`config.mk`:
```
export PLATFORM = sky130hd
export DESIGN_NAME = scc_queue
export DESIGN_NICKNAME = d
export VERILOG_FILES = /design/src/scc_pkg.sv /design/src/scc_queue.sv
export SDC_FILE = /design/constraint.sdc
export NUM_CORES = 1
export LEC_CHECK = 0
export ABC_AREA = 1
export BUFFER_PORTS_ARGS = -buffer_cell sky130_fd_sc_hd__buf_2
export CORE_MARGIN = 3
export CORE_UTILIZATION = 56
export CTS_CLUSTER_SIZE = 10
export DETAILED_ROUTE_END_ITERATION = 7
export HOLD_SLACK_MARGIN = 0.08
export PLACE_DENSITY = 0.77
export SETUP_SLACK_MARGIN = 0.3
export SLEW_MARGIN = 20
export SYNTH_ARGS = -nofsm -noshare
export SYNTH_HDL_FRONTEND = slang
export SYNTH_SLANG_ARGS = --single-unit
```
`constraint.sdc`:
```
create_clock -name clk -period 3.4 [get_ports clk]
set_input_delay 0.34 -clock clk [delete_from_list [all_inputs] [get_ports clk]]
set_output_delay 0.34 -clock clk [all_outputs]
set_load 0.005 [all_outputs]
```
`src/scc_pkg.sv`:
```
// ----------------------------------------------------------------------------
// scc_pkg
// Shared types, codes and character tests for the source character classifier.
// ----------------------------------------------------------------------------
`default_nettype none

package scc_pkg;

	typedef enum logic [3:0] {
		MD_LINE_START = 4'd0,
		MD_IDLE       = 4'd1,
		MD_PAREN      = 4'd2,
		MD_DASH       = 4'd3,
		MD_WORD       = 4'd4,
		MD_NUM_INT    = 4'd5,
		MD_NUM_DOT    = 4'd6,
		MD_NUM_FRAC   = 4'd7,
		MD_NUM_EXP    = 4'd8,
		MD_NUM_EXPDIG = 4'd9,
		MD_STRING     = 4'd10,
		MD_CMT        = 4'd11,
		MD_CMT_CARRY  = 4'd12,
		MD_DASH_LINE  = 4'd13
	} mode_t;

	typedef enum logic [2:0] {
		CL_NORMAL  = 3'd0,
		CL_KEYWORD = 3'd1,
		CL_IDENT   = 3'd2,
		CL_NUMBER  = 3'd3,
		CL_STRING  = 3'd4,
		CL_COMMENT = 3'd5,
		CL_INVALID = 3'd6
	} class_t;

	localparam int RUN_W       = 13;
	localparam int MAX_RES     = 4;
	localparam int QUEUE_DEPTH = 4;

	// number flag bits
	localparam int NF_LETTERS = 0;
	localparam int NF_OCT     = 1;
	localparam int NF_HEX     = 2;
	localparam logic [2:0] NF_INIT = 3'b110;

	localparam logic [7:0] CH_LPAREN = 8'h28;
	localparam logic [7:0] CH_RPAREN = 8'h29;
	localparam logic [7:0] CH_STAR   = 8'h2A;
	localparam logic [7:0] CH_PLUS   = 8'h2B;
	localparam logic [7:0] CH_DASH   = 8'h2D;
	localparam logic [7:0] CH_DOT    = 8'h2E;
	localparam logic [7:0] CH_SQUOTE = 8'h27;
	localparam logic [7:0] CH_DQUOTE = 8'h22;
	localparam logic [7:0] CH_UP_E   = 8'h45;

	typedef struct packed {
		class_t             cls;
		logic [RUN_W-1:0]   len;
	} run_t;

	// one queue entry: the runs caused by one character, cnt is 1..4
	typedef struct packed {
		run_t [MAX_RES-1:0] runs;
		logic [2:0]         cnt;
	} entry_t;

	function automatic logic is_letter(input logic [7:0] c);
		return (c >= 8'h41 && c <= 8'h5A) || (c >= 8'h61 && c <= 8'h7A) || c == 8'h5F;
	endfunction

	function automatic logic is_dig(input logic [7:0] c);
		return c >= 8'h30 && c <= 8'h39;
	endfunction

	function automatic logic is_oct(input logic [7:0] c);
		return c >= 8'h30 && c <= 8'h37;
	endfunction

	function automatic logic is_hexd(input logic [7:0] c);
		return is_dig(c) || (c >= 8'h41 && c <= 8'h46) || (c >= 8'h61 && c <= 8'h66);
	endfunction

	function automatic logic is_sym(input logic [7:0] c);
		return c inside {8'h3A, 8'h2C, 8'h2E, 8'h3D, 8'h3B, 8'h28, 8'h29, 8'h5B,
			8'h5D, 8'h7B, 8'h7D, 8'h7C, 8'h2B, 8'h2D, 8'h2A, 8'h2F, 8'h26, 8'h3C,
			8'h3E, 8'h23, 8'h5E, 8'h40};
	endfunction

	// class of a number that holds letters, decided by its last character
	function automatic class_t letter_num_class(input logic [7:0] last_c,
		input logic oct_ok, input logic hex_ok);
		class_t r;
		case (last_c)
			8'h43: r = oct_ok ? CL_STRING : CL_INVALID;
			8'h42: r = oct_ok ? CL_NUMBER : CL_INVALID;
			8'h78, 8'h58: r = hex_ok ? CL_STRING : CL_INVALID;
			8'h68, 8'h48: r = hex_ok ? CL_NUMBER : CL_INVALID;
			default: r = CL_INVALID;
		endcase
		return r;
	endfunction

endpackage

`default_nettype wire

```
`src/scc_queue.sv`:
```
// ----------------------------------------------------------------------------
// scc_queue
// Short FIFO of run groups between the lexer and the output side.
// ----------------------------------------------------------------------------
`default_nettype none

module scc_queue (
	input  wire logic             clk,
	input  wire logic             arst_n,
	input  wire logic             push,
	input  scc_pkg::entry_t       push_data,
	input  wire logic             pop,
	output scc_pkg::entry_t       head,
	output logic                  not_empty,
	output logic                  full
);

	localparam int AW = $clog2(scc_pkg::QUEUE_DEPTH);
	localparam int CW = $clog2(scc_pkg::QUEUE_DEPTH + 1);

	scc_pkg::entry_t mem_q [scc_pkg::QUEUE_DEPTH];
	logic [AW-1:0]   wr_ptr_q, rd_ptr_q;
	logic [CW-1:0]   count_q;

	assign head      = mem_q[rd_ptr_q];
	assign not_empty = (count_q != '0);
	assign full      = (count_q == CW'(scc_pkg::QUEUE_DEPTH));

	always_ff @(posedge clk) begin
		if (push) begin
			mem_q[wr_ptr_q] <= push_data;
		end
	end

	always_ff @(posedge clk or negedge arst_n) begin
		if (!arst_n) begin
			wr_ptr_q <= '0;
			rd_ptr_q <= '0;
			count_q  <= '0;
		end else begin
			if (push) wr_ptr_q <= wr_ptr_q + AW'(1);
			if (pop)  rd_ptr_q <= rd_ptr_q + AW'(1);
			if (push && !pop)      count_q <= count_q + CW'(1);
			else if (pop && !push) count_q <= count_q - CW'(1);
		end
	end

endmodule

`default_nettype wire

```
======== Yosys cells after proc, flatten, opt, wreduce, memory -nomap -nowiden ========
Memory sizes are Yosys's and may differ from the RTL's.
Cells that the tools add are included.
operators by class
  add/subtract/negate cells ............... 4
  eq/ne operators ......................... 1
  muxes and demuxes ....................... 4
  reduce and logical (&&, ||, !) cells .... 6
operators with widths
  kind                                                                count
  3-bit 2-to-1 mux                                                    2
  2-bit by 1-bit adder with 2-bit output, second input constant       2
  3-bit by 1-bit adder with 3-bit output, second input constant       1
  3-bit equality test, second input constant                          1
  3-bit nonzero test                                                  1
  3-bit by 1-bit subtractor with 3-bit output, second input constant  1
  1-bit logical AND                                                   2
  1-bit logical NOT                                                   2
  1-bit 2-to-1 mux                                                    2
  2-bit nonzero test                                                  1
word-level totals
  register bits after elaboration ......... 7
  memory bits (writable) .................. 268
  input bits .............................. 71
  output and inout bits ................... 69
  word-level logic and storage cells ...... 19
  memories kept ........................... 1
memories
  name   words  width  read ports  clocked after memory_dff  write ports  RTL line         text
  mem_q  4      67     1           0                         1            scc_queue.sv:21  scc_pkg::entry_t mem_q [scc_pkg::QUEUE_DEPTH];

======== Depth between registers and ports, before layout ========
  word-level depth ........................ 4
  mapped depth ............................ 9
  gate-level depth less buffers ........... 9

======== Least setup slack after synthesis ========
No wires, ideal clock.
  path type ............................... register to register
  from .................................... register wr_ptr_q[0]
  to ...................................... memory mem_q[2][0] (netlist bit), enable pin
  setup time .............................. 0.421 ns
  arrival time ............................ 1.973 ns
  required time ........................... 2.979 ns
  slack ................................... 1.006 ns
  stages on the path, launching flop included .. 5
  path buffers ............................ 0
  clock period less this slack ............ 2.394 ns
  path through ............................ dfrtp_1 > inv_1 > ha_1 > nand2_1 > inv_1
RTL lines
  element                   RTL line         text
  start: declaration        scc_queue.sv:22  logic [AW-1:0] wr_ptr_q, rd_ptr_q;
  start signal: assignment  scc_queue.sv:41  if (push) wr_ptr_q <= wr_ptr_q + AW'(1);
  end: declaration          scc_queue.sv:21
No word-level cell before the write port.

==> metrics.txt <==
status completed; Max FO, Critical Path 69; first-pass GRT wire length 34200 microns; Setup violations, final 0; synthesized area per cell 14.0 sq um; DRT Pass-1 Iters 4; CTS resizes 0; final wirelength 21900 microns; Critical Path Sink Type primary output; post-route clock period utilization 76.6%; Compound-Gate Fraction of Synth Area 12.8%; Die H 150 microns; sequential share of the synthesized area 70.7%; post-synth top area share 69.2%; total negative slack 0 ns; Skew-Pair Late Insertion Delay 0.53 ns; layout overhead on the synthesized area 20.1%; Max Buffers Root-to-Sink 3; # DRC 0; Post-DP HPWL 12300 microns; number of enable flip-flop cells after synthesis 268; row count 52; WP buf/inv 2; multi-input logic area 2430 sq um; post-synth top area cell edfxtp_1; DRT iter0 DRCs 403; CTS buffer count 31; Overall Global Routing Usage 19.3%; total die area 22500 sq um; leakage dissipation 0.00571 uW; Synth Flop Type edfxtp_1; Critical-path top delay cell dfrtp_4; relative slew slack 54.8%; vias in the first global route 6792; global placement routability congestion 0.714; Num Clock Sinks 275; crit path DAT 2.27 ns; post-synthesis net count 908; PD cells 817 nW/um^2; CTS tree built; total grt overflow 0; Startpoint Class flop; critical path class reg2out; nets 1117; largest net degree at the start of global routing 70; CP top delay family flip-flops; Synth Area in XOR/XNOR 0.301%; top cells by count, synth edfxtp_1, nand2_1, inv_1; Hold Fails Final Rpt 0; core area 20300 sq um; skew final 0.00894 ns; Worst Tran Pin Value 0.677 ns; Syn. warnings 0; main combinational cell family by area after synthesis compound AO/OA/AOI/OAI gates; Max Cap Violations 0; Synth Area in Simple Gates 7.11%; antenna-violating nets left 0; Post-Syn Area 11600 sq um; Die Wd 150 microns; Fin Hold WS 0.133 ns; proportion of layout cells with a drive suffix above 1 27.3%; most frequent CP cell nand2_1; worst hold path type in2reg; initial antenna violation count 2; Starting Density 57.3%; Req. time, crit path 3.06 ns; fmax 384 MHz; mux contribution to synthesized area 0%; Slowest Stage Delay on Critical Path 0.86 ns; DR WL/cell 16.5 microns; Mapped Cells 831; top cells by area, synth edfxtp_1, o211ai_2, nand2_1, inv_1, buf_6; CTS H-tree lvls 1; vias per cell 5.11; Sequential Area 8230 sq um; Post-synth ARST share 2.55%; Pins Over Slew Limit 0; clk slew on worst S/H paths 0.05 ns; #FFs+latches synth 275; minimum clock period after layout 2.61 ns; # Post-CTS Setup Buffers 0; port bufs 139; unrepaired setup endpoints after global routing no; crit-path cells buf_12, nand2_1, o211ai_2, nand2_1, buf_2; # hold bufs at CTS 69; Root Buffer clkbuf_16; post-synthesis cell type count 20; # fillers 1370; count leader, synth edfxtp_1; post-synthesis adder-cell area fraction 0.710%; Design Area, Final 14000 sq um; DP Area 12400 sq um; Via Count 6763; I/O pin total 140; Peak VDD IR 0.678 mV
[stage by stage]
| stage | setup slack [ns] | total power [uW] | util [%] | std cells |
|---|---|---|---|---|
| 2_1_floorplan | 1.01 | 7580 | - | 831 |
| 3_3_place_gp | 1.39 | 8570 | 61.3 | 1208 |
| 3_5_place_dp | 1.36 | 8680 | 61.3 | 1208 |
| 4_1_cts | 0.797 | 11500 | 68.8 | 1322 |
| 5_1_grt | 0.667 | 12100 | 68.8 | 1324 |
| 6_report | 0.794 | 11400 | 68.8 | 1324 |
[layout by cell type, fill, tap and decap left out]
cell type and count:
nand3_1 1, nand4_1 1, clkbuf_1 13, o211ai_2 95, dfrtp_1 5, xor2_1 3
fa_1 1, nand2_1 215, diode_2 2, xnor2_1 1, buf_2 139, ha_1 5
clkbuf_16 31, nor3_1 1, dlygate4sd3_1 69, o211ai_1 39, buf_4 7, edfxtp_1 268
nor2_1 1, buf_12 7, o21ai_1 1, inv_1 141, dfrtp_4 2, inv_4 1
clkinv_2 5
[worst reg2reg max path, stage by stage (launching register included)]
cell and delay (ns):
dfrtp_1 0.43, ha_1 0.22, nand2_1 0.07, clkinv_2 0.53
buf_4 0.46
[layout make-up]
type                       instances  share of cell area [%]
tap                              270                    2.42
clock inverter                     1                  0.0358
clock buffer                      44                    5.90
multi-input combinational        364                    17.4
sequential                       275                    58.9
inverter                         146                    3.98
antenna                            2                  0.0358
timing repair buffer             222                    11.3
[cells by family after synthesis]
kind of cell             Yosys count
flip-flops                       275
AND/OR/NAND/NOR                  219
XOR/XNOR                           4
AO/OA/AOI/OAI                    135
adder cells (fa/ha/maj)            6
buffers and inverters            192
[state kept, by name, indices dropped and copies added (netlist names)]
| register | cells |
|---|---|
| count_q | 3 |
| mem_q | 268 |
| rd_ptr_q | 2 |
| wr_ptr_q | 2 |
[power breakdown]
| group | internal [uW] | switching, uW | total, uW |
|---|---|---|---|
| registers | 4450 | 303 | 4750 |
| logic | 1500 | 2380 | 3880 |
| clock network | 1640 | 1150 | 2790 |
[final timing paths]
kind                        startpoint           end  slack (ns)  depth (start not counted)
min in group asynchronous       arst_n    count_q[0]        0.18                          2
max reg2reg                wr_ptr_q[0]  mem_q[3][44]        1.44                          4
min reg2reg                 count_q[2]    count_q[2]        0.47                          2
max                        rd_ptr_q[0]      head[29]        0.79                          5
max in group asynchronous       arst_n   rd_ptr_q[1]        3.01                          2
min                               push   wr_ptr_q[0]        0.13                          2
[routing by layer]
metal | global-route usage (%) | routed length (microns) | share of wire, %
met2 | 33.9 | 11100 | 51
met1 | 24.4 | 9090 | 42
met5 | 0 | 0 | 0
met4 | 6.31 | 631 | 2.9
met3 | 3.70 | 1050 | 4.8
(Power assumes the default switching activity.)
