[src/scc_pkg.sv]
// ----------------------------------------------------------------------------
// scc_pkg
// Shared types, codes and character tests for the source character classifier.
// ----------------------------------------------------------------------------
`default_nettype none

package scc_pkg;

	typedef enum logic [3:0] {
		MD_LINE_START = 4'd0,
		MD_IDLE       = 4'd1,
		MD_PAREN      = 4'd2,
		MD_DASH       = 4'd3,
		MD_WORD       = 4'd4,
		MD_NUM_INT    = 4'd5,
		MD_NUM_DOT    = 4'd6,
		MD_NUM_FRAC   = 4'd7,
		MD_NUM_EXP    = 4'd8,
		MD_NUM_EXPDIG = 4'd9,
		MD_STRING     = 4'd10,
		MD_CMT        = 4'd11,
		MD_CMT_CARRY  = 4'd12,
		MD_DASH_LINE  = 4'd13
	} mode_t;

	typedef enum logic [2:0] {
		CL_NORMAL  = 3'd0,
		CL_KEYWORD = 3'd1,
		CL_IDENT   = 3'd2,
		CL_NUMBER  = 3'd3,
		CL_STRING  = 3'd4,
		CL_COMMENT = 3'd5,
		CL_INVALID = 3'd6
	} class_t;

	localparam int RUN_W       = 13;
	localparam int MAX_RES     = 4;
	localparam int QUEUE_DEPTH = 4;

	// number flag bits
	localparam int NF_LETTERS = 0;
	localparam int NF_OCT     = 1;
	localparam int NF_HEX     = 2;
	localparam logic [2:0] NF_INIT = 3'b110;

	localparam logic [7:0] CH_LPAREN = 8'h28;
	localparam logic [7:0] CH_RPAREN = 8'h29;
	localparam logic [7:0] CH_STAR   = 8'h2A;
	localparam logic [7:0] CH_PLUS   = 8'h2B;
	localparam logic [7:0] CH_DASH   = 8'h2D;
	localparam logic [7:0] CH_DOT    = 8'h2E;
	localparam logic [7:0] CH_SQUOTE = 8'h27;
	localparam logic [7:0] CH_DQUOTE = 8'h22;
	localparam logic [7:0] CH_UP_E   = 8'h45;

	typedef struct packed {
		class_t             cls;
		logic [RUN_W-1:0]   len;
	} run_t;

	// one queue entry: the runs caused by one character, cnt is 1..4
	typedef struct packed {
		run_t [MAX_RES-1:0] runs;
		logic [2:0]         cnt;
	} entry_t;

	function automatic logic is_letter(input logic [7:0] c);
		return (c >= 8'h41 && c <= 8'h5A) || (c >= 8'h61 && c <= 8'h7A) || c == 8'h5F;
	endfunction

	function automatic logic is_dig(input logic [7:0] c);
		return c >= 8'h30 && c <= 8'h39;
	endfunction

	function automatic logic is_oct(input logic [7:0] c);
		return c >= 8'h30 && c <= 8'h37;
	endfunction

	function automatic logic is_hexd(input logic [7:0] c);
		return is_dig(c) || (c >= 8'h41 && c <= 8'h46) || (c >= 8'h61 && c <= 8'h66);
	endfunction

	function automatic logic is_sym(input logic [7:0] c);
		return c inside {8'h3A, 8'h2C, 8'h2E, 8'h3D, 8'h3B, 8'h28, 8'h29, 8'h5B,
			8'h5D, 8'h7B, 8'h7D, 8'h7C, 8'h2B, 8'h2D, 8'h2A, 8'h2F, 8'h26, 8'h3C,
			8'h3E, 8'h23, 8'h5E, 8'h40};
	endfunction

	// class of a number that holds letters, decided by its last character
	function automatic class_t letter_num_class(input logic [7:0] last_c,
		input logic oct_ok, input logic hex_ok);
		class_t r;
		case (last_c)
			8'h43: r = oct_ok ? CL_STRING : CL_INVALID;
			8'h42: r = oct_ok ? CL_NUMBER : CL_INVALID;
			8'h78, 8'h58: r = hex_ok ? CL_STRING : CL_INVALID;
			8'h68, 8'h48: r = hex_ok ? CL_NUMBER : CL_INVALID;
			default: r = CL_INVALID;
		endcase
		return r;
	endfunction

endpackage

`default_nettype wire

[src/scc_back.sv]
// ----------------------------------------------------------------------------
// scc_back
// Output side: sends the runs of the head queue entry one per transfer.
// ----------------------------------------------------------------------------
`default_nettype none

module scc_back (
	input  wire logic         clk,
	input  wire logic         arst_n,
	input  scc_pkg::entry_t   head,
	input  wire logic         head_valid,
	output logic              pop,
	output logic              m_tvalid,
	input  wire logic         m_tready,
	output logic [15:0]       m_tdata,
	output logic              m_tlast
);

	logic [1:0]    idx_q;
	scc_pkg::run_t cur;

	assign cur      = head.runs[idx_q];
	assign m_tvalid = head_valid;
	assign m_tdata  = {cur.len, cur.cls};
	assign m_tlast  = ({1'b0, idx_q} + 3'd1) == head.cnt;
	assign pop      = m_tvalid && m_tready && m_tlast;

	always_ff @(posedge clk or negedge arst_n) begin
		if (!arst_n) begin
			idx_q <= '0;
		end else if (m_tvalid && m_tready) begin
			idx_q <= m_tlast ? 2'd0 : idx_q + 2'd1;
		end
	end

endmodule

`default_nettype wire

[config.mk]
export PLATFORM = sky130hd
export DESIGN_NAME = scc_back
export DESIGN_NICKNAME = d
export VERILOG_FILES = /design/src/scc_pkg.sv /design/src/scc_back.sv
export SDC_FILE = /design/constraint.sdc
export NUM_CORES = 1
export LEC_CHECK = 0
export ABC_AREA = 1
export BUFFER_PORTS_ARGS = -buffer_cell sky130_fd_sc_hd__clkbuf_2
export CAP_MARGIN = 10
export CORE_UTILIZATION = 30
export DETAILED_ROUTE_END_ITERATION = 10
export GPL_ROUTABILITY_DRIVEN = 0
export GPL_TIMING_DRIVEN = 0
export PLACE_DENSITY = 0.77
export SETUP_SLACK_MARGIN = 0.02
export SLEW_MARGIN = 20
export SYNTH_ARGS = -nofsm -noshare
export SYNTH_HDL_FRONTEND = slang
export SYNTH_SLANG_ARGS = --single-unit
[constraint.sdc]
create_clock -name clk -period 1.3 [get_ports clk]
set_input_delay 0.26 -clock clk [delete_from_list [all_inputs] [get_ports clk]]
set_output_delay 0.26 -clock clk [all_outputs]
set_load 0.005 [all_outputs]
-- Word-level counts from Yosys, hierarchy flattened
Cells that the tools add are included.
- register bits after elaboration: 2
- bits of input ports: 71
- output and inout bits: 19
- logic and storage cells: 10
- add/subtract/negate cells: 2
- magnitude comparators: 1
- equality and inequality tests: 1
- multiplexer cells: 3
- reduce and logical (&&, ||, !) cells: 2
- operator list (cell ; number):
    binary-select mux 16 bit (select 2 bit) ; 1
    2-to-1 mux 16 bit ; 1
    adder 2 x 1 -> 3 bit (second input constant) ; 1
    == test 3 bit ; 1
    less-than comparator 2 x 3 -> 1 bit (second input constant) ; 1
    adder 2 x 1 -> 2 bit (second input constant) ; 1
    logical AND 1 bit ; 2
    2-to-1 mux 2 bit ; 1

-- Depth between registers and ports, before layout
- depth after elaboration: 3
- mapped depth: 7
- mapped depth without buffers: 7

-- Worst setup path after synthesis
Ideal clock, no wire load.
- path kind: register to output
- from: register idx_q[1]
- to: output port pop
- data arrival time: 1157 ps
- required time: 1040 ps
- setup slack: -117 ps
- cell stages (with the launch flop): 5
- path buffers: 0
- cell sequence: dfrtp_1 ha_1 xnor2_1 nand3_2 nor2_1
- word-level cells in the longest chain between the ends: 3
- RTL lines (element ; RTL line ; text):
    from (decl) ; scc_back.sv:19 ; logic [1:0] idx_q;
    from (signal assigned) ; scc_back.sv:32 ; idx_q <= m_tlast ? 2'd0 : idx_q + 2'd1;
    adder 2 x 1 -> 3 bit ; scc_back.sv:25 ; assign m_tlast = ({1'b0, idx_q} + 3'd1) == head.cnt;
    == test 3 bit ; scc_back.sv:25 ;
    logical AND 1 bit ; scc_back.sv:26 ; assign pop = m_tvalid && m_tready && m_tlast;
    to (decl) ; scc_back.sv:12 ; output logic pop,
No other way between the ends.

-- Worst setup path after layout
- from: register idx_q[0]
- to: output port m_tdata[9]
- word-level cells in the longest chain between the ends: 2
- RTL lines (element ; RTL line ; text):
    binary-select mux 16 bit (select 2 bit) ; scc_back.sv:22 ; assign cur = head.runs[idx_q];
    2-to-1 mux 16 bit (not written as such) ; scc_back.sv:22 ;
    to (decl) ; scc_back.sv:15 ; output logic [15:0] m_tdata,
No other way between the ends. The select of a mux whose other input is x is not followed.

==> qor.yml <==
syn-cell-area_um2: 758
synth_cell_types: 19
critPathCaptureType: "output port"
fin_util: 0.686
place_hpwl_um: 2280
synth_compound_area_frac: 0.467
yosysMostFrequentCell: "nor2_1"
async_flop_share: 1.00
rows: 17
cts_root_buffer: "clkbuf_4"
synthTopCellsByCount: "nor2_1 (35), nand2_1 (13), o21ai_1 (13), o21ai_2 (10)"
layoutNonFillerInstCount: 250
cp.arrival_ns: 1.45
synth_nets: 190
timing.slew.headroom: 0.855
cts_sinks: 2
htree_levels: 1
drv_slew: 0
synthAdderAreaFrac: 0.0165
grt_max_degree: 11
period_needed_ns: 1.71
synth_edf_count: 0
grt_pass1_vias: 1020
avgSynthCellArea_um2: 6.43
worstMarginPinSlew_ns: 0.216
finalWirelength_um: 3860
vias: 1316
netlist.area_leader.share: 0.173
grt_antenna_before_repair: 0
drt-initial-drc-count: 36
nets: 295
grt_pass1_wl_um: 4100
drc: 0
cp-start-kind: "flip-flop"
cts_buffers: 3
placed_cells: 235
regArea_um2: 51.3
fin_skew_ns: 0.00968
regMostFlops: "idx_q"
drive_gt1_frac: 0.716
worst_slack_ns: -0.409
place_ws_ns: -0.202
fmax_mhz: 585
grt_use_total: 0.196
largest_reg_flops: 2
violations: "negative setup slack"
status: "finished with violations"
gr-total-overflow: 0
yosys.area_share.simple: 0.251
coreArea_um2: 2300
start_util: 0.330
setup_viol: 20
critPathKind: "flip-flop to output port"
rr_worst_depth: 6
worstPathRequired_ns: 1.04
dieArea_um2: 2730
postRouteAntennaNets: 0
rsz0062_at_grt: "yes"
fp.dieH_um: 52.3
cts_tree: "built"
clk_pin_slew_ns: 0.04
crit_fanout: 7
top_regs: "idx_q x2"
power_leakage_nw: 0.833
diodes: 0
hold_viol: 0
ir_drop_v: 0.00115
drt-pass1-iter-count: 4
synthCells: 118
synthMuxAreaShare: 0
power_density_nw_per_um2: 1880
clock_path_buffers: 2
maxCapViolations: 0
hold_path_class: "primary input to async pin"
numPortBuffers: 89
min_period_over_period: 1.31
routedWlPerCell_um: 15.5
area_growth_pct: 108
pin_count: 90
fp.dieW_um: 52.3
viasPerCell: 5.26
synth_top_family_by_area: "compound AO/OA/AOI/OAI gates"
clock_latency_ns: 0.23
ys_top_cells_by_area: "nor2_1 (17%), o22ai_2 (15%), o21ai_2 (12%)"
fill_cells: 171
synth-main-ff-cell: "dfrtp_1"
yosys.area_share.xor_xnor: 0.0116
yosysTopAreaCell: "nor2_1"
multi_input_area_um2: 677
yosysWarnings: 0
ys_seq_area_frac: 0.0660
ys_ff_latch: 2
[worst max-delay path: stages (launching register included)]
cell and delay (ns):
dfrtp_1 0.39, buf_6 0.19, clkinv_8 0.09, clkbuf_16 0.17, o21ai_4 0.17, o22ai_2 0.08, buf_2 0.13
[cells by family (layout without fill, tap and decap cells)]
group	after synthesis	in the layout
buffers and inverters	17	121
adders and majority gates	1	1
and+or+nand+nor	49	49
xor gates and xnor gates	1	1
AOI/OAI and AO/OA	48	48
DFF	2	2
[routing by layer]
metal,global-route usage,vias to the layer above,wire (µm)
met2,0.353,84,1940
li1,-,617,-
met5,0,-,0
met1,0.213,599,1440
met4,0.0702,0,121
met3,0.0638,16,359
[stage by stage]
step	total power, W	cell area, µm²	setup TNS (ns)	hold slack [ns]
detailed placement	0.00207	1260	-1.45	0.0508
CTS	0.00238	1350	-5.20	0.343
floorplan	0.00147	782	-0.0254	-0.0356
finish	0.00297	1580	-6.05	0.344
global route	0.00315	1580	-7.24	0.332
global placement	0.00205	1260	-1.31	0.0490
[final cells by class]
type                       instances  area share
timing repair inverter             1     0.00556
multi-input combinational         99       0.429
timing repair buffer              99       0.376
sequential                         2      0.0325
clock buffer                       4      0.0167
tap                               28      0.0222
inverter                           7      0.0294
buffer                            10      0.0881
[timing repair]
| item | in CTS | in global routing |
|---|---|---|
| endpoints found under the hold margin | 2 | 0 |
| resized for setup | 7 | 37 |
| pin swaps | 1 | 2 |
| setup endpoints to repair | 20 | 18 |
| gates cloned | 0 | 5 |
| buffers inserted | 4 | 1 |
| hold buffers | 1 | 0 |
[worst paths after layout]
check | startpoint | slack (ns) | end
min in group clk | m_tready | 0.39 | idx_q[1]$_DFFE_PN0P_
hold / removal | arst_n | 0.34 | idx_q[1]$_DFFE_PN0P_
setup reg to reg | idx_q[1]$_DFFE_PN0P_ | -0.02 | idx_q[0]$_DFFE_PN0P_
hold reg to reg | idx_q[1]$_DFFE_PN0P_ | 0.80 | idx_q[1]$_DFFE_PN0P_
max in group asynchronous | arst_n | 0.85 | idx_q[0]$_DFFE_PN0P_
setup / recovery | idx_q[0]$_DFFE_PN0P_ | -0.41 | m_tdata[9]
[power by group]
part | leakage, nW | switching [W] | internal (W)
Combinational | 0.795 | 0.00133 | 0.00136
Sequential | 0.0236 | 0.0000302 | 0.0000902
Clock | 0.0150 | 0.0000450 | 0.000115
[cell usage in the layout (no fill, tap or decap)]
| cell | synthesis | layout |
|---|---|---|
| clkbuf_1 | 0 | 1 |
| nand3_2 | 1 | 1 |
| o21ai_1 | 13 | 7 |
| dfrtp_1 | 2 | 1 |
| buf_12 | 1 | 3 |
| ha_4 | 0 | 1 |
| xnor2_2 | 0 | 1 |
| buf_8 | 1 | 2 |
| buf_6 | 5 | 3 |
| o21ai_4 | 0 | 2 |
| buf_4 | 2 | 7 |
| dfrtp_2 | 0 | 1 |
| clkbuf_4 | 0 | 3 |
| nor2_1 | 35 | 21 |
| buf_2 | 1 | 6 |
| o21ai_2 | 10 | 15 |
| dlygate4sd3_1 | 0 | 1 |
| nand2_1 | 13 | 13 |
| nor2_4 | 0 | 3 |
| inv_1 | 5 | 4 |
| o22ai_2 | 9 | 9 |
| clkbuf_2 | 0 | 83 |
| o21ai_0 | 9 | 8 |
| clkbuf_16 | 0 | 4 |
| o22ai_1 | 7 | 7 |
| clkinv_8 | 0 | 1 |
| inv_6 | 1 | 1 |
| inv_8 | 0 | 1 |
| nor2_2 | 0 | 11 |
| inv_2 | 1 | 1 |
Note: power is estimated with default switching activity, not from simulation.
