## config.mk

```make
export PLATFORM = sky130hd
export DESIGN_NAME = scc_front
export DESIGN_NICKNAME = d
export VERILOG_FILES = /design/src/scc_pkg.sv /design/src/scc_front.sv
export SDC_FILE = /design/constraint.sdc
export NUM_CORES = 2
export LEC_CHECK = 0
export BUFFER_PORTS_ARGS = -buffer_cell sky130_fd_sc_hd__buf_2
export CORE_MARGIN = 3
export CORE_UTILIZATION = 45
export CTS_BUF_LIST = sky130_fd_sc_hd__clkbuf_4 sky130_fd_sc_hd__clkbuf_8
export DETAILED_ROUTE_END_ITERATION = 7
export GPL_TIMING_DRIVEN = 0
export PLACE_DENSITY = 0.69
export SYNTH_ARGS = -nofsm -noshare
export SYNTH_HDL_FRONTEND = slang
export SYNTH_SLANG_ARGS = --single-unit
```

## constraint.sdc

```tcl
create_clock -name clk -period 13.5 [get_ports clk]
set_input_delay 0 -clock clk [delete_from_list [all_inputs] [get_ports clk]]
set_output_delay 0 -clock clk [all_outputs]
set_load 0.005 [all_outputs]
```

## src/scc_pkg.sv

```systemverilog
// ----------------------------------------------------------------------------
// scc_pkg
// Shared types, codes and character tests for the source character classifier.
// ----------------------------------------------------------------------------
`default_nettype none

package scc_pkg;

	typedef enum logic [3:0] {
		MD_LINE_START = 4'd0,
		MD_IDLE       = 4'd1,
		MD_PAREN      = 4'd2,
		MD_DASH       = 4'd3,
		MD_WORD       = 4'd4,
		MD_NUM_INT    = 4'd5,
		MD_NUM_DOT    = 4'd6,
		MD_NUM_FRAC   = 4'd7,
		MD_NUM_EXP    = 4'd8,
		MD_NUM_EXPDIG = 4'd9,
		MD_STRING     = 4'd10,
		MD_CMT        = 4'd11,
		MD_CMT_CARRY  = 4'd12,
		MD_DASH_LINE  = 4'd13
	} mode_t;

	typedef enum logic [2:0] {
		CL_NORMAL  = 3'd0,
		CL_KEYWORD = 3'd1,
		CL_IDENT   = 3'd2,
		CL_NUMBER  = 3'd3,
		CL_STRING  = 3'd4,
		CL_COMMENT = 3'd5,
		CL_INVALID = 3'd6
	} class_t;

	localparam int RUN_W       = 13;
	localparam int MAX_RES     = 4;
	localparam int QUEUE_DEPTH = 4;

	// number flag bits
	localparam int NF_LETTERS = 0;
	localparam int NF_OCT     = 1;
	localparam int NF_HEX     = 2;
	localparam logic [2:0] NF_INIT = 3'b110;

	localparam logic [7:0] CH_LPAREN = 8'h28;
	localparam logic [7:0] CH_RPAREN = 8'h29;
	localparam logic [7:0] CH_STAR   = 8'h2A;
	localparam logic [7:0] CH_PLUS   = 8'h2B;
	localparam logic [7:0] CH_DASH   = 8'h2D;
	localparam logic [7:0] CH_DOT    = 8'h2E;
	localparam logic [7:0] CH_SQUOTE = 8'h27;
	localparam logic [7:0] CH_DQUOTE = 8'h22;
	localparam logic [7:0] CH_UP_E   = 8'h45;

	typedef struct packed {
		class_t             cls;
		logic [RUN_W-1:0]   len;
	} run_t;

	// one queue entry: the runs caused by one character, cnt is 1..4
	typedef struct packed {
		run_t [MAX_RES-1:0] runs;
		logic [2:0]         cnt;
	} entry_t;

	function automatic logic is_letter(input logic [7:0] c);
		return (c >= 8'h41 && c <= 8'h5A) || (c >= 8'h61 && c <= 8'h7A) || c == 8'h5F;
	endfunction

	function automatic logic is_dig(input logic [7:0] c);
		return c >= 8'h30 && c <= 8'h39;
	endfunction

	function automatic logic is_oct(input logic [7:0] c);
		return c >= 8'h30 && c <= 8'h37;
	endfunction

	function automatic logic is_hexd(input logic [7:0] c);
		return is_dig(c) || (c >= 8'h41 && c <= 8'h46) || (c >= 8'h61 && c <= 8'h66);
	endfunction

	function automatic logic is_sym(input logic [7:0] c);
		return c inside {8'h3A, 8'h2C, 8'h2E, 8'h3D, 8'h3B, 8'h28, 8'h29, 8'h5B,
			8'h5D, 8'h7B, 8'h7D, 8'h7C, 8'h2B, 8'h2D, 8'h2A, 8'h2F, 8'h26, 8'h3C,
			8'h3E, 8'h23, 8'h5E, 8'h40};
	endfunction

	// class of a number that holds letters, decided by its last character
	function automatic class_t letter_num_class(input logic [7:0] last_c,
		input logic oct_ok, input logic hex_ok);
		class_t r;
		case (last_c)
			8'h43: r = oct_ok ? CL_STRING : CL_INVALID;
			8'h42: r = oct_ok ? CL_NUMBER : CL_INVALID;
			8'h78, 8'h58: r = hex_ok ? CL_STRING : CL_INVALID;
			8'h68, 8'h48: r = hex_ok ? CL_NUMBER : CL_INVALID;
			default: r = CL_INVALID;
		endcase
		return r;
	endfunction

endpackage

`default_nettype wire

```

## src/scc_front.sv

```systemverilog
// ----------------------------------------------------------------------------
// scc_front
// Lexer front end: one character per cycle while acc is high, forms class runs for the queue.
// ----------------------------------------------------------------------------
`default_nettype none

module scc_front #(
	parameter int KEYWORD_COUNT   = 64,
	parameter int KEYWORD_MAX_LEN = 16,
	parameter int LINE_MAX        = 4096
) (
	input  wire logic                                 clk,
	input  wire logic                                 arst_n,
	input  wire logic                                 dash_on,
	input  wire logic                                 acc,
	input  wire logic                                 action,
	input  wire logic [7:0]                           char_code,
	input  wire logic                                 line_end,
	input  wire logic [15:0]                          start_depth,
	input  wire logic [5:0]                           keyword_slot,
	input  wire logic [3:0]                           keyword_pos,
	input  wire logic [4:0]                           keyword_len,
	output logic                                      kw_wr_en,
	output logic [$clog2(KEYWORD_MAX_LEN)-1:0]        kw_wr_row,
	output logic [((KEYWORD_COUNT > 1) ? $clog2(KEYWORD_COUNT) : 1)-1:0] kw_wr_slot,
	output logic [$clog2(KEYWORD_MAX_LEN)-1:0]        kw_rd_row,
	input  wire logic [KEYWORD_COUNT*8-1:0]           kw_rd_data,
	output logic                                      enq_valid,
	output scc_pkg::entry_t                           enq_entry
);

	localparam int LW = $clog2(LINE_MAX + 1);
	localparam int PW = $clog2(KEYWORD_MAX_LEN);
	localparam int SW = (KEYWORD_COUNT > 1) ? $clog2(KEYWORD_COUNT) : 1;

	scc_pkg::mode_t            mode_q, mode_a, mode_c;
	logic [15:0]               depth_q, depth_a;
	logic [LW-1:0]             rc_q, rc_a, rc_c;
	logic [7:0]                held_q, held_a, held_c;
	logic [7:0]                quote_q, quote_a;
	logic [2:0]                flags_q, flags_a, flags_c;
	scc_pkg::class_t           ocls_q, ocls_c;
	logic [LW-1:0]             olen_q, olen_s, olen_c;
	logic [LW-1:0]             lpos_q, lpos_s, lpos_c, lpos_n;
	logic [KEYWORD_COUNT-1:0]  match_q, match_a, match_cont, match_init;
	logic [4:0]                klen_q [KEYWORD_COUNT];
	logic                      kw_hit_q, kw_hit_a;
	logic                      st, fin;
	logic [3:0]                e_v;
	scc_pkg::class_t           e_c [4];
	logic [LW-1:0]             e_n [4];
	logic [2:0]                nres;
	scc_pkg::entry_t           res;
	logic                      chr_acc;
	scc_pkg::mode_t            mode_nx;
	logic [LW-1:0]             rc_nx;

	assign chr_acc = acc && action;

	always_comb begin
		for (int k = 0; k < KEYWORD_COUNT; k++) begin
			match_init[k] = (kw_rd_data[k*8 +: 8] == char_code);
			match_cont[k] = match_q[k] && (32'(rc_q) < KEYWORD_MAX_LEN) && match_init[k];
		end
	end

	always_comb begin
		kw_hit_q = 1'b0;
		kw_hit_a = 1'b0;
		for (int k = 0; k < KEYWORD_COUNT; k++) begin
			if (match_q[k] && 32'(klen_q[k]) == 32'(rc_q)) kw_hit_q = 1'b1;
			if (match_a[k] && 32'(klen_q[k]) == 32'(rc_a)) kw_hit_a = 1'b1;
		end
	end

	// character step
	always_comb begin
		mode_a  = mode_q;
		depth_a = depth_q;
		rc_a    = rc_q;
		held_a  = held_q;
		quote_a = quote_q;
		flags_a = flags_q;
		match_a = match_q;
		olen_s  = olen_q;
		lpos_s  = lpos_q;
		st      = 1'b0;
		e_v     = '0;
		for (int i = 0; i < 4; i++) begin
			e_c[i] = scc_pkg::CL_NORMAL;
			e_n[i] = '0;
		end
		if (mode_q == scc_pkg::MD_LINE_START) begin
			depth_a = start_depth;
			mode_a  = (start_depth != 16'd0) ? scc_pkg::MD_CMT_CARRY : scc_pkg::MD_IDLE;
			held_a  = '0;
			olen_s  = '0;
			lpos_s  = '0;
		end
		case (mode_a)
			scc_pkg::MD_PAREN: begin
				if (char_code == scc_pkg::CH_STAR) begin
					e_v[0] = 1'b1; e_c[0] = scc_pkg::CL_COMMENT; e_n[0] = LW'(2);
					mode_a  = scc_pkg::MD_CMT;
					depth_a = 16'd1;
					held_a  = '0;
				end else begin
					e_v[0] = 1'b1; e_c[0] = scc_pkg::CL_NORMAL; e_n[0] = LW'(1);
					st = 1'b1;
				end
			end
			scc_pkg::MD_DASH: begin
				if (char_code == scc_pkg::CH_DASH) begin
					e_v[0] = 1'b1; e_c[0] = scc_pkg::CL_COMMENT; e_n[0] = LW'(2);
					mode_a = scc_pkg::MD_DASH_LINE;
				end else begin
					e_v[0] = 1'b1; e_c[0] = scc_pkg::CL_NORMAL; e_n[0] = LW'(1);
					st = 1'b1;
				end
			end
			scc_pkg::MD_WORD: begin
				if (scc_pkg::is_letter(char_code) || scc_pkg::is_dig(char_code)) begin
					match_a = match_cont;
					rc_a    = rc_q + LW'(1);
				end else begin
					e_v[0] = 1'b1;
					e_c[0] = kw_hit_q ? scc_pkg::CL_KEYWORD : scc_pkg::CL_IDENT;
					e_n[0] = rc_q;
					st = 1'b1;
				end
			end
			scc_pkg::MD_NUM_INT: begin
				if (scc_pkg::is_letter(char_code) || scc_pkg::is_dig(char_code)) begin
					if (!scc_pkg::is_oct(held_q)) flags_a[scc_pkg::NF_OCT] = 1'b0;
					if (!scc_pkg::is_hexd(held_q)) flags_a[scc_pkg::NF_HEX] = 1'b0;
					if (scc_pkg::is_letter(char_code)) flags_a[scc_pkg::NF_LETTERS] = 1'b1;
					held_a = char_code;
					rc_a   = rc_q + LW'(1);
				end else if (flags_q[scc_pkg::NF_LETTERS]) begin
					e_v[0] = 1'b1;
					e_c[0] = scc_pkg::letter_num_class(held_q, flags_q[scc_pkg::NF_OCT],
						flags_q[scc_pkg::NF_HEX]);
					e_n[0] = rc_q;
					st = 1'b1;
				end else if (char_code == scc_pkg::CH_DOT) begin
					mode_a = scc_pkg::MD_NUM_DOT;
				end else begin
					e_v[0] = 1'b1; e_c[0] = scc_pkg::CL_NUMBER; e_n[0] = rc_q;
					st = 1'b1;
				end
			end
			scc_pkg::MD_NUM_DOT: begin
				if (char_code == scc_pkg::CH_DOT) begin
					// range dot: the held dot is a symbol, not a fraction
					e_v[0] = 1'b1; e_c[0] = scc_pkg::CL_NUMBER; e_n[0] = rc_q;
					e_v[1] = 1'b1; e_c[1] = scc_pkg::CL_NORMAL; e_n[1] = LW'(1);
					st = 1'b1;
				end else if (scc_pkg::is_dig(char_code)) begin
					rc_a   = rc_q + LW'(2);
					mode_a = scc_pkg::MD_NUM_FRAC;
				end else if (char_code == scc_pkg::CH_UP_E) begin
					rc_a   = rc_q + LW'(2);
					mode_a = scc_pkg::MD_NUM_EXP;
				end else begin
					e_v[0] = 1'b1; e_c[0] = scc_pkg::CL_NUMBER; e_n[0] = rc_q + LW'(1);
					st = 1'b1;
				end
			end
			scc_pkg::MD_NUM_FRAC: begin
				if (scc_pkg::is_dig(char_code)) begin
					rc_a = rc_q + LW'(1);
				end else if (char_code == scc_pkg::CH_UP_E) begin
					rc_a   = rc_q + LW'(1);
					mode_a = scc_pkg::MD_NUM_EXP;
				end else begin
					e_v[0] = 1'b1; e_c[0] = scc_pkg::CL_NUMBER; e_n[0] = rc_q;
					st = 1'b1;
				end
			end
			scc_pkg::MD_NUM_EXP: begin
				if (char_code == scc_pkg::CH_PLUS || char_code == scc_pkg::CH_DASH ||
					scc_pkg::is_dig(char_code)) begin
					rc_a   = rc_q + LW'(1);
					mode_a = scc_pkg::MD_NUM_EXPDIG;
				end else begin
					e_v[0] = 1'b1; e_c[0] = scc_pkg::CL_NUMBER; e_n[0] = rc_q;
					st = 1'b1;
				end
			end
			scc_pkg::MD_NUM_EXPDIG: begin
				if (scc_pkg::is_dig(char_code)) begin
					rc_a = rc_q + LW'(1);
				end else begin
					e_v[0] = 1'b1; e_c[0] = scc_pkg::CL_NUMBER; e_n[0] = rc_q;
					st = 1'b1;
				end
			end
			scc_pkg::MD_STRING: begin
				rc_a = rc_q + LW'(1);
				if (char_code == quote_q) begin
					e_v[0] = 1'b1; e_c[0] = scc_pkg::CL_STRING; e_n[0] = rc_q + LW'(1);
					mode_a = scc_pkg::MD_IDLE;
				end
			end
			scc_pkg::MD_CMT, scc_pkg::MD_CMT_CARRY: begin
				e_v[2] = 1'b1; e_c[2] = scc_pkg::CL_COMMENT; e_n[2] = LW'(1);
				if (held_a == scc_pkg::CH_LPAREN && char_code == scc_pkg::CH_STAR) begin
					if (depth_a != 16'hFFFF) depth_a = depth_a + 16'd1;
					held_a = '0;
				end else if (held_a == scc_pkg::CH_STAR && char_code == scc_pkg::CH_RPAREN) begin
					depth_a = depth_a - 16'd1;
					held_a  = '0;
					if (depth_a == 16'd0) mode_a = scc_pkg::MD_IDLE;
				end else if (mode_a == scc_pkg::MD_CMT_CARRY && dash_on &&
					held_a == scc_pkg::CH_DASH && char_code == scc_pkg::CH_DASH) begin
					mode_a = scc_pkg::MD_DASH_LINE;
					held_a = '0;
				end else if (char_code == scc_pkg::CH_LPAREN || char_code == scc_pkg::CH_STAR ||
					char_code == scc_pkg::CH_DASH) begin
					held_a = char_code;
				end else begin
					held_a = '0;
				end
			end
			scc_pkg::MD_DASH_LINE: begin
				e_v[2] = 1'b1; e_c[2] = scc_pkg::CL_COMMENT; e_n[2] = LW'(1);
			end
			default: begin
				st = 1'b1;
			end
		endcase
		if (st) begin
			mode_a = scc_pkg::MD_IDLE;
			if (scc_pkg::is_letter(char_code)) begin
				match_a = match_init;
				rc_a    = LW'(1);
				mode_a  = scc_pkg::MD_WORD;
			end else if (scc_pkg::is_dig(char_code)) begin
				rc_a    = LW'(1);
				held_a  = char_code;
				flags_a = scc_pkg::NF_INIT;
				mode_a  = scc_pkg::MD_NUM_INT;
			end else if (char_code == scc_pkg::CH_SQUOTE || char_code == scc_pkg::CH_DQUOTE) begin
				quote_a = char_code;
				rc_a    = LW'(1);
				mode_a  = scc_pkg::MD_STRING;
			end else if (char_code == scc_pkg::CH_LPAREN) begin
				mode_a = scc_pkg::MD_PAREN;
			end else if (char_code == scc_pkg::CH_DASH && dash_on) begin
				mode_a = scc_pkg::MD_DASH;
			end else begin
				e_v[2] = 1'b1;
				e_c[2] = scc_pkg::is_sym(char_code) ? scc_pkg::CL_NORMAL : scc_pkg::CL_INVALID;
				e_n[2] = LW'(1);
			end
		end
	end

	// line end or line length limit flush, and run merging
	always_comb begin
		lpos_n = lpos_s + LW'(1);
		fin    = line_end || (32'(lpos_n) >= LINE_MAX);
		e_v[3] = 1'b0;
		e_c[3] = scc_pkg::CL_NORMAL;
		e_n[3] = '0;
		if (fin) begin
			case (mode_a)
				scc_pkg::MD_PAREN, scc_pkg::MD_DASH: begin
					e_v[3] = 1'b1; e_c[3] = scc_pkg::CL_NORMAL; e_n[3] = LW'(1);
				end
				scc_pkg::MD_WORD: begin
					e_v[3] = 1'b1;
					e_c[3] = kw_hit_a ? scc_pkg::CL_KEYWORD : scc_pkg::CL_IDENT;
					e_n[3] = rc_a;
				end
				scc_pkg::MD_NUM_INT: begin
					e_v[3] = 1'b1;
					e_c[3] = flags_a[scc_pkg::NF_LETTERS] ?
						scc_pkg::letter_num_class(held_a, flags_a[scc_pkg::NF_OCT],
							flags_a[scc_pkg::NF_HEX]) : scc_pkg::CL_NUMBER;
					e_n[3] = rc_a;
				end
				scc_pkg::MD_NUM_DOT: begin
					e_v[3] = 1'b1; e_c[3] = scc_pkg::CL_NUMBER; e_n[3] = rc_a + LW'(1);
				end
				scc_pkg::MD_NUM_FRAC, scc_pkg::MD_NUM_EXP, scc_pkg::MD_NUM_EXPDIG: begin
					e_v[3] = 1'b1; e_c[3] = scc_pkg::CL_NUMBER; e_n[3] = rc_a;
				end
				scc_pkg::MD_STRING: begin
					e_v[3] = 1'b1; e_c[3] = scc_pkg::CL_INVALID; e_n[3] = rc_a;
				end
				default: begin
					e_v[3] = 1'b0;
				end
			endcase
		end
		ocls_c = ocls_q;
		olen_c = olen_s;
		nres   = '0;
		res    = '0;
		for (int i = 0; i < 4; i++) begin
			if (e_v[i] && e_n[i] != '0) begin
				if (olen_c != '0 && ocls_c != e_c[i]) begin
					if (nres < 3'(scc_pkg::MAX_RES)) begin
						res.runs[nres[1:0]].cls = ocls_c;
						res.runs[nres[1:0]].len = scc_pkg::RUN_W'(olen_c);
						nres = nres + 3'd1;
					end
					olen_c = '0;
				end
				ocls_c = e_c[i];
				olen_c = olen_c + e_n[i];
			end
		end
		if (fin && olen_c != '0) begin
			if (nres < 3'(scc_pkg::MAX_RES)) begin
				res.runs[nres[1:0]].cls = ocls_c;
				res.runs[nres[1:0]].len = scc_pkg::RUN_W'(olen_c);
				nres = nres + 3'd1;
			end
			olen_c = '0;
		end
		res.cnt = nres;
		mode_c  = fin ? scc_pkg::MD_LINE_START : mode_a;
		rc_c    = fin ? '0 : rc_a;
		held_c  = fin ? '0 : held_a;
		flags_c = fin ? '0 : flags_a;
		lpos_c  = fin ? '0 : lpos_n;
	end

	assign enq_valid = chr_acc && (nres != 3'd0);
	assign enq_entry = res;

	// store writes
	assign kw_wr_en   = acc && !action && (32'(keyword_slot) < KEYWORD_COUNT) &&
		(32'(keyword_pos) < KEYWORD_MAX_LEN);
	assign kw_wr_row  = PW'(keyword_pos);
	assign kw_wr_slot = SW'(keyword_slot);

	// row for the next character: its word position, or row 0 for a new token
	assign mode_nx   = chr_acc ? mode_c : mode_q;
	assign rc_nx     = chr_acc ? rc_c : rc_q;
	assign kw_rd_row = (mode_nx == scc_pkg::MD_WORD && 32'(rc_nx) < KEYWORD_MAX_LEN) ?
		PW'(rc_nx) : '0;

	always_ff @(posedge clk or negedge arst_n) begin
		if (!arst_n) begin
			mode_q  <= scc_pkg::MD_LINE_START;
			depth_q <= '0;
			rc_q    <= '0;
			held_q  <= '0;
			quote_q <= '0;
			flags_q <= '0;
			ocls_q  <= scc_pkg::CL_NORMAL;
			olen_q  <= '0;
			lpos_q  <= '0;
			match_q <= '0;
			for (int k = 0; k < KEYWORD_COUNT; k++) klen_q[k] <= '0;
		end else if (chr_acc) begin
			mode_q  <= mode_c;
			depth_q <= depth_a;
			rc_q    <= rc_c;
			held_q  <= held_c;
			quote_q <= quote_a;
			flags_q <= flags_c;
			ocls_q  <= ocls_c;
			olen_q  <= olen_c;
			lpos_q  <= lpos_c;
			match_q <= match_a;
		end else if (acc && (32'(keyword_slot) < KEYWORD_COUNT)) begin
			klen_q[SW'(keyword_slot)] <= keyword_len;
		end
	end

endmodule

`default_nettype wire

```

## After elaboration in Yosys (flattened, before gate mapping)

Cells that the tools add are included.
W data, S select, Z words.

- Output and inout port bits: 83
- Input port bits: 557
- Word-level logic and storage cells: 818
- Register bits after elaboration: 465

- Bitwise operators: 4
- Reduce and logical (&&, ||, !) cells: 254
- Muxes and demuxes: 268
- $lt $le $gt $ge: 27
- $add $sub $neg: 11
- Equal/unequal tests: 180

Operator list:

| cell | number |
|---|---|
| $eq A5 B13 Y1 | 64 |
| $mux W64 | 12 |
| $mux W13 | 48 |
| $eq A8 B8 Y1 | 65 |
| $bwmux W64 | 6 |
| $bwmux W320 | 1 |
| $logic_and A1 B1 Y1 | 220 |
| $demux W16 S2 | 6 |
| $eq A8 B6 Y1 const B | 20 |
| $mux W16 | 10 |
| $eq A8 B7 Y1 const B | 15 |
| $pmux W13 S9 | 1 |
| $mux W3 | 32 |
| $mux W4 | 24 |
| $mux W1 | 93 |
| $reduce_bool A13 Y1 | 7 |
| $mux W8 | 11 |
| $pmux W13 S6 | 1 |
| $add A13 B13 Y13 | 3 |
| $ge A8 B7 Y1 const B | 4 |
| $le A8 B7 Y1 const B | 4 |
| $pmux W16 S2 | 1 |
| $pmux W4 S8 | 1 |
| $demux W5 S6 | 1 |
| 40 further kinds | 94 |

## Logic depth before layout (Yosys ltp)

- Word-level depth: 93
- Mapped depth: 49
- Gate-level depth less buffers: 44

## Worst setup path before layout

No wires, ideal clock.

- Path kind: reg-to-output
- Start: reg mode_q[0]
- End: out enq_entry[11] (netlist bit)
- Data required time: 13.500 ns
- Slack: 3.475 ns
- Arrival: 10.025 ns
- Buffers on the path: 2
- Stages on the path, launching flop included: 45
- Cells stage by stage: dfrtp_1 -> buf_6 -> nor4_2 -> nand4_1 -> o21ba_2 -> o311ai_1 -> xor2_1 -> or4b_2 -> o221ai_1 -> o22ai_4 -> nor2b_1 -> clkbuf_1 -> nor2_1 -> ha_1 -> inv_1 -> fa_1 -> nor2b_1 -> o31a_1 -> [9 not listed] -> ha_1 -> and3_1 -> nand4_1 -> o31a_1 -> o21ai_0 -> a22oi_1 -> o31a_1 -> o32a_1 -> nand4_1 -> nand2_1 -> o21ai_0 -> inv_1 -> ha_1 -> nand2_1 -> nor2_1 -> o21ai_2 -> mux2_2 -> o211ai_1

RTL lines:

| what | line | source |
|---|---|---|
| start: declaration | scc_front.sv:36 | `scc_pkg::mode_t mode_q, mode_a, mode_c;` |
| start signal: assignment | scc_front.sv:348 | `mode_q <= scc_pkg::MD_LINE_START;` |
| start signal: assignment | scc_front.sv:360 | `mode_q <= mode_c;` |
| end: declaration | scc_front.sv:29 | `output scc_pkg::entry_t enq_entry` |

==> results.md <==
* # setup viols final at 0
* Core Region at 79600 um^2
* Multi-input logic area at 23400 um^2
* DRC errors left at 0
* WHS at 0.0411 ns
* Worst slew margin at -2.96%
* Post-synthesis sequential area ratio at 31.9%
* CP top delay family: simple AND/OR/NAND/NOR gates
* Detailed placement HPWL at 126000 um
* Wirelength, routed at 167000 um
* Slew @ Worst Pin at 1.54 ns
* Synth Area in XOR/XNOR at 21.3%
* Post-synthesis adder-cell area fraction at 1.22%
* Reg2Reg Setup Slack at 1.26 ns
* Crit. path cell count at 46
* Port bufs at 623
* R2R Path Start: rc_q[1]$_DFF_PN0_
* Cell count after synthesis at 4022
* Failing checks: max-capacitance violations, max-slew violations
* Final worst path period share at 97.4%
* Total clock sinks at 465
* Power Density at 137 nW/um^2
* GPL Wtd Cong at 1.04
* Multiplexer area fraction after synthesis at 12.2%
* Slew Limit Fails at 11
* Synth async-reset ratio at 100%
* First-pass GRT wire length at 238000 um
* Critical path arrival at 13.15 ns
* Synth warnings at 0
* Fin crit period at 13.15 ns
* Synth area leaders: dfrtp_1 (32%), xor2_1 (19%), mux2_2 (10%)
* Vias in the first global route at 36.3k
* Worst reg2reg path endpoint: olen_q[6]$_DFFE_PN0P_
* # rows at 103
* Worst-path clk slew at 0.06 ns
* First-pass DRT Iterations at 6
* Gr ovfl total at 0
* Peak VDD IR at 0.0919 mV
* Setup CP Type: reg -> out
* CP Capture Type: output pin
* Reg2Reg Depth at 42
* Mean routed wirelength per cell at 27.5 um
* Crit path from: rc_q[1]$_DFF_PN0_
* Die footprint at 84500 um^2
* Post-route setup TNS at 0 ns
* DRT antenna net count at 0
* Clock Latency Late Sink at 0.70 ns
* Avg Cell Area, Syn at 9.07 um^2
* #FFs+latches synth at 465
* Maxcap violations at 1
* I/O Pins at 640
* Fmax at 76.0 MHz
* Status: finished, violations left
* P&R area growth vs syn at 24.1%
* Crit path buf inv count at 9
* Yosys top cell area share at 31.9%
* Drt first-iter violations at 3391
* Starting Density at 45.8%
* Htree depth at 3
* Pin count of the biggest net entering global routing at 121
* Hold depth at 5
* Pleak at 0.0221 uW
* Worst Hold Class: in -> reg
* Longest Clk Path Bufs at 3
* Synth cell types at 111
* Share of cells above drive strength 1 at 26.0%
* Synth Area in Compound Gates at 11.5%
* Simple-Gate Fraction of Synth Area at 17.6%
* Slowest cell on crit path: or4_1
* Netlist area before placement at 36500 um^2
* Critical Path End: enq_entry[34]
* Initial antenna violation count at 13
* Worst path required time at 13.50 ns
* Clk root buf: clkbuf_8
* Final hold violations at 0
* Vias at 36.8k
* Layout net count at 5549
* Total track usage at 37.7%
* CP Launch Type: register
* Most frequent cell on the critical path: buf_4
* Post-Syn Nets at 4614
* Clock Skew at 0.0397 ns
* Post-synth EDFFs at 0
* Worst-path fanout max at 10
* Area leader, netlist: dfrtp_1
* DR vias/cell at 6.06
* CTS tree: yes
* Total CTS buffers at 81
* Die H at 291 um
* Filler Cell Count at 7206
* CP peak stage delay at 0.61 ns
* Main combinational cell family by area after synthesis: XOR/XNOR gates
* Reg area at 11600 um^2
* Die width at 291 um
* Synth Flop Type: dfrtp_1
==> placed cells by master (no fill, tap or decap), drive strengths merged, types with 19 or more instances in the layout <==
| cell | netlist | final |
|---|---|---|
| ha | 34 | 34 |
| o22ai | 27 | 27 |
| mux2 | 332 | 332 |
| a22oi | 25 | 25 |
| nor2 | 264 | 264 |
| inv | 49 | 54 |
| dlygate4sd3 | 1 | 211 |
| mux2i | 69 | 69 |
| xor2 | 792 | 792 |
| nand2 | 325 | 325 |
| xnor2 | 94 | 94 |
| and3 | 32 | 32 |
| o21ai | 281 | 281 |
| nor2b | 33 | 33 |
| nor3 | 53 | 53 |
| nand4 | 50 | 50 |
| or4 | 19 | 19 |
| buf | 123 | 764 |
| a21oi | 122 | 122 |
| clkbuf | 147 | 273 |
| dfrtp | 465 | 465 |
| o31ai | 23 | 23 |
| nand3 | 131 | 131 |
| nor4 | 219 | 219 |
==> state kept, by name, indices dropped and copies added (netlist names) <==
| register | count |
|---|---|
| flags_q | 3 |
| mode_q | 4 |
| ocls_q | 3 |
| depth_q | 16 |
| match_q | 64 |
| olen_q | 13 |
| lpos_q | 13 |
| quote_q | 8 |
| held_q | 8 |
| klen_q | 320 |
| rc_q | 13 |
==> power by group <==
group	switching, uW	internal (uW)	leakage (uW)
combinational	2040	1090	0.0148
clock	633	824	0.000962
sequential	100	1520	0.00633
==> cell families after synthesis <==
family          Yosys count
compound gates          665
fa+ha+maj                35
simple gates           1250
buf+inv                 320
flops                   465
mux                     401
xor+xnor                886
==> cell usage after synthesis (69+ instances only) <==
master	instances
a21oi_1	121
clkbuf_1	145
dfrtp_1	465
mux2_2	329
mux2i_1	69
nand2_1	321
nand3_1	130
nor2_1	262
nor4_1	215
o21ai_0	269
xnor2_1	93
xor2_1	792
==> how the worst min path moves through the flow <==
stage                    start                       to  slack, ns
6_report        kw_rd_data[38]   match_q[4]$_DFFE_PN0P_       0.04
5_1_grt         kw_rd_data[30]   match_q[3]$_DFFE_PN0P_       0.02
4_1_cts        kw_rd_data[336]  match_q[42]$_DFFE_PN0P_      0.003
3_5_place_dp            arst_n    olen_q[4]$_DFFE_PN0P_       0.01
3_3_place_gp    keyword_pos[0]             kw_wr_row[0]       0.17
2_1_floorplan           arst_n   depth_q[0]$_DFFE_PN0P_      -0.30
==> worst register-to-register path, delay by kind of cell (launching register included) <==
kind	cells	cell delay (ns)
compound gates	12	3.42
xor+xnor	1	0.16
fa+ha+maj	3	0.96
buf+inv	6	1.27
flops	1	0.42
mux	2	0.72
simple gates	18	5.17
==> through the flow <==
stage	total power (uW)	util [%]	area (um^2)	cells	worst slack, ns
final	6210	56.8	45300	6076	0.350
after floorplan	3530	-	36500	4022	3.48
after detailed placement	4560	51.5	41000	5699	-0.373
after global placement	4540	51.4	40900	5695	-0.354
after global routing	6480	56.8	45300	6073	-0.00646
after CTS	6090	56.6	45100	6059	0.0110
==> area by class of cell <==
cell class              instances  area share (%)
multi-input cells            3237            51.7
inverters                      49           0.412
plain buffers                 271            3.15
clock inverters                20           0.522
well taps                    1050            2.90
clock buffers                 125            3.47
diodes                          7          0.0387
flip-flops and latches        465            25.7
repair buffers                852            12.1
==> what timing repair did <==
| action | 4_1_cts | 5_1_grt |
|---|---|---|
| hold endpoints to repair | 361 | 0 |
| endpoints found under the setup margin | 68 | 68 |
| buffers inserted | 4 | 10 |
| pin swaps | 4 | 6 |
| hold buffers | 211 | 0 |
| gates resized for setup | 9 | 25 |
==> metal layers <==
layer  wire, um  vias up  GRT usage (%)  part of all wire, %
li1           -    16100              -                    -
met1      59500    17900           42.6                   36
met2      76300     2185           61.8                   46
met3      17000      607           10.7                   10
met4      13900       10           25.9                  8.3
met5         65        -              0                0.039
Power figures use the tool's default switching activity.
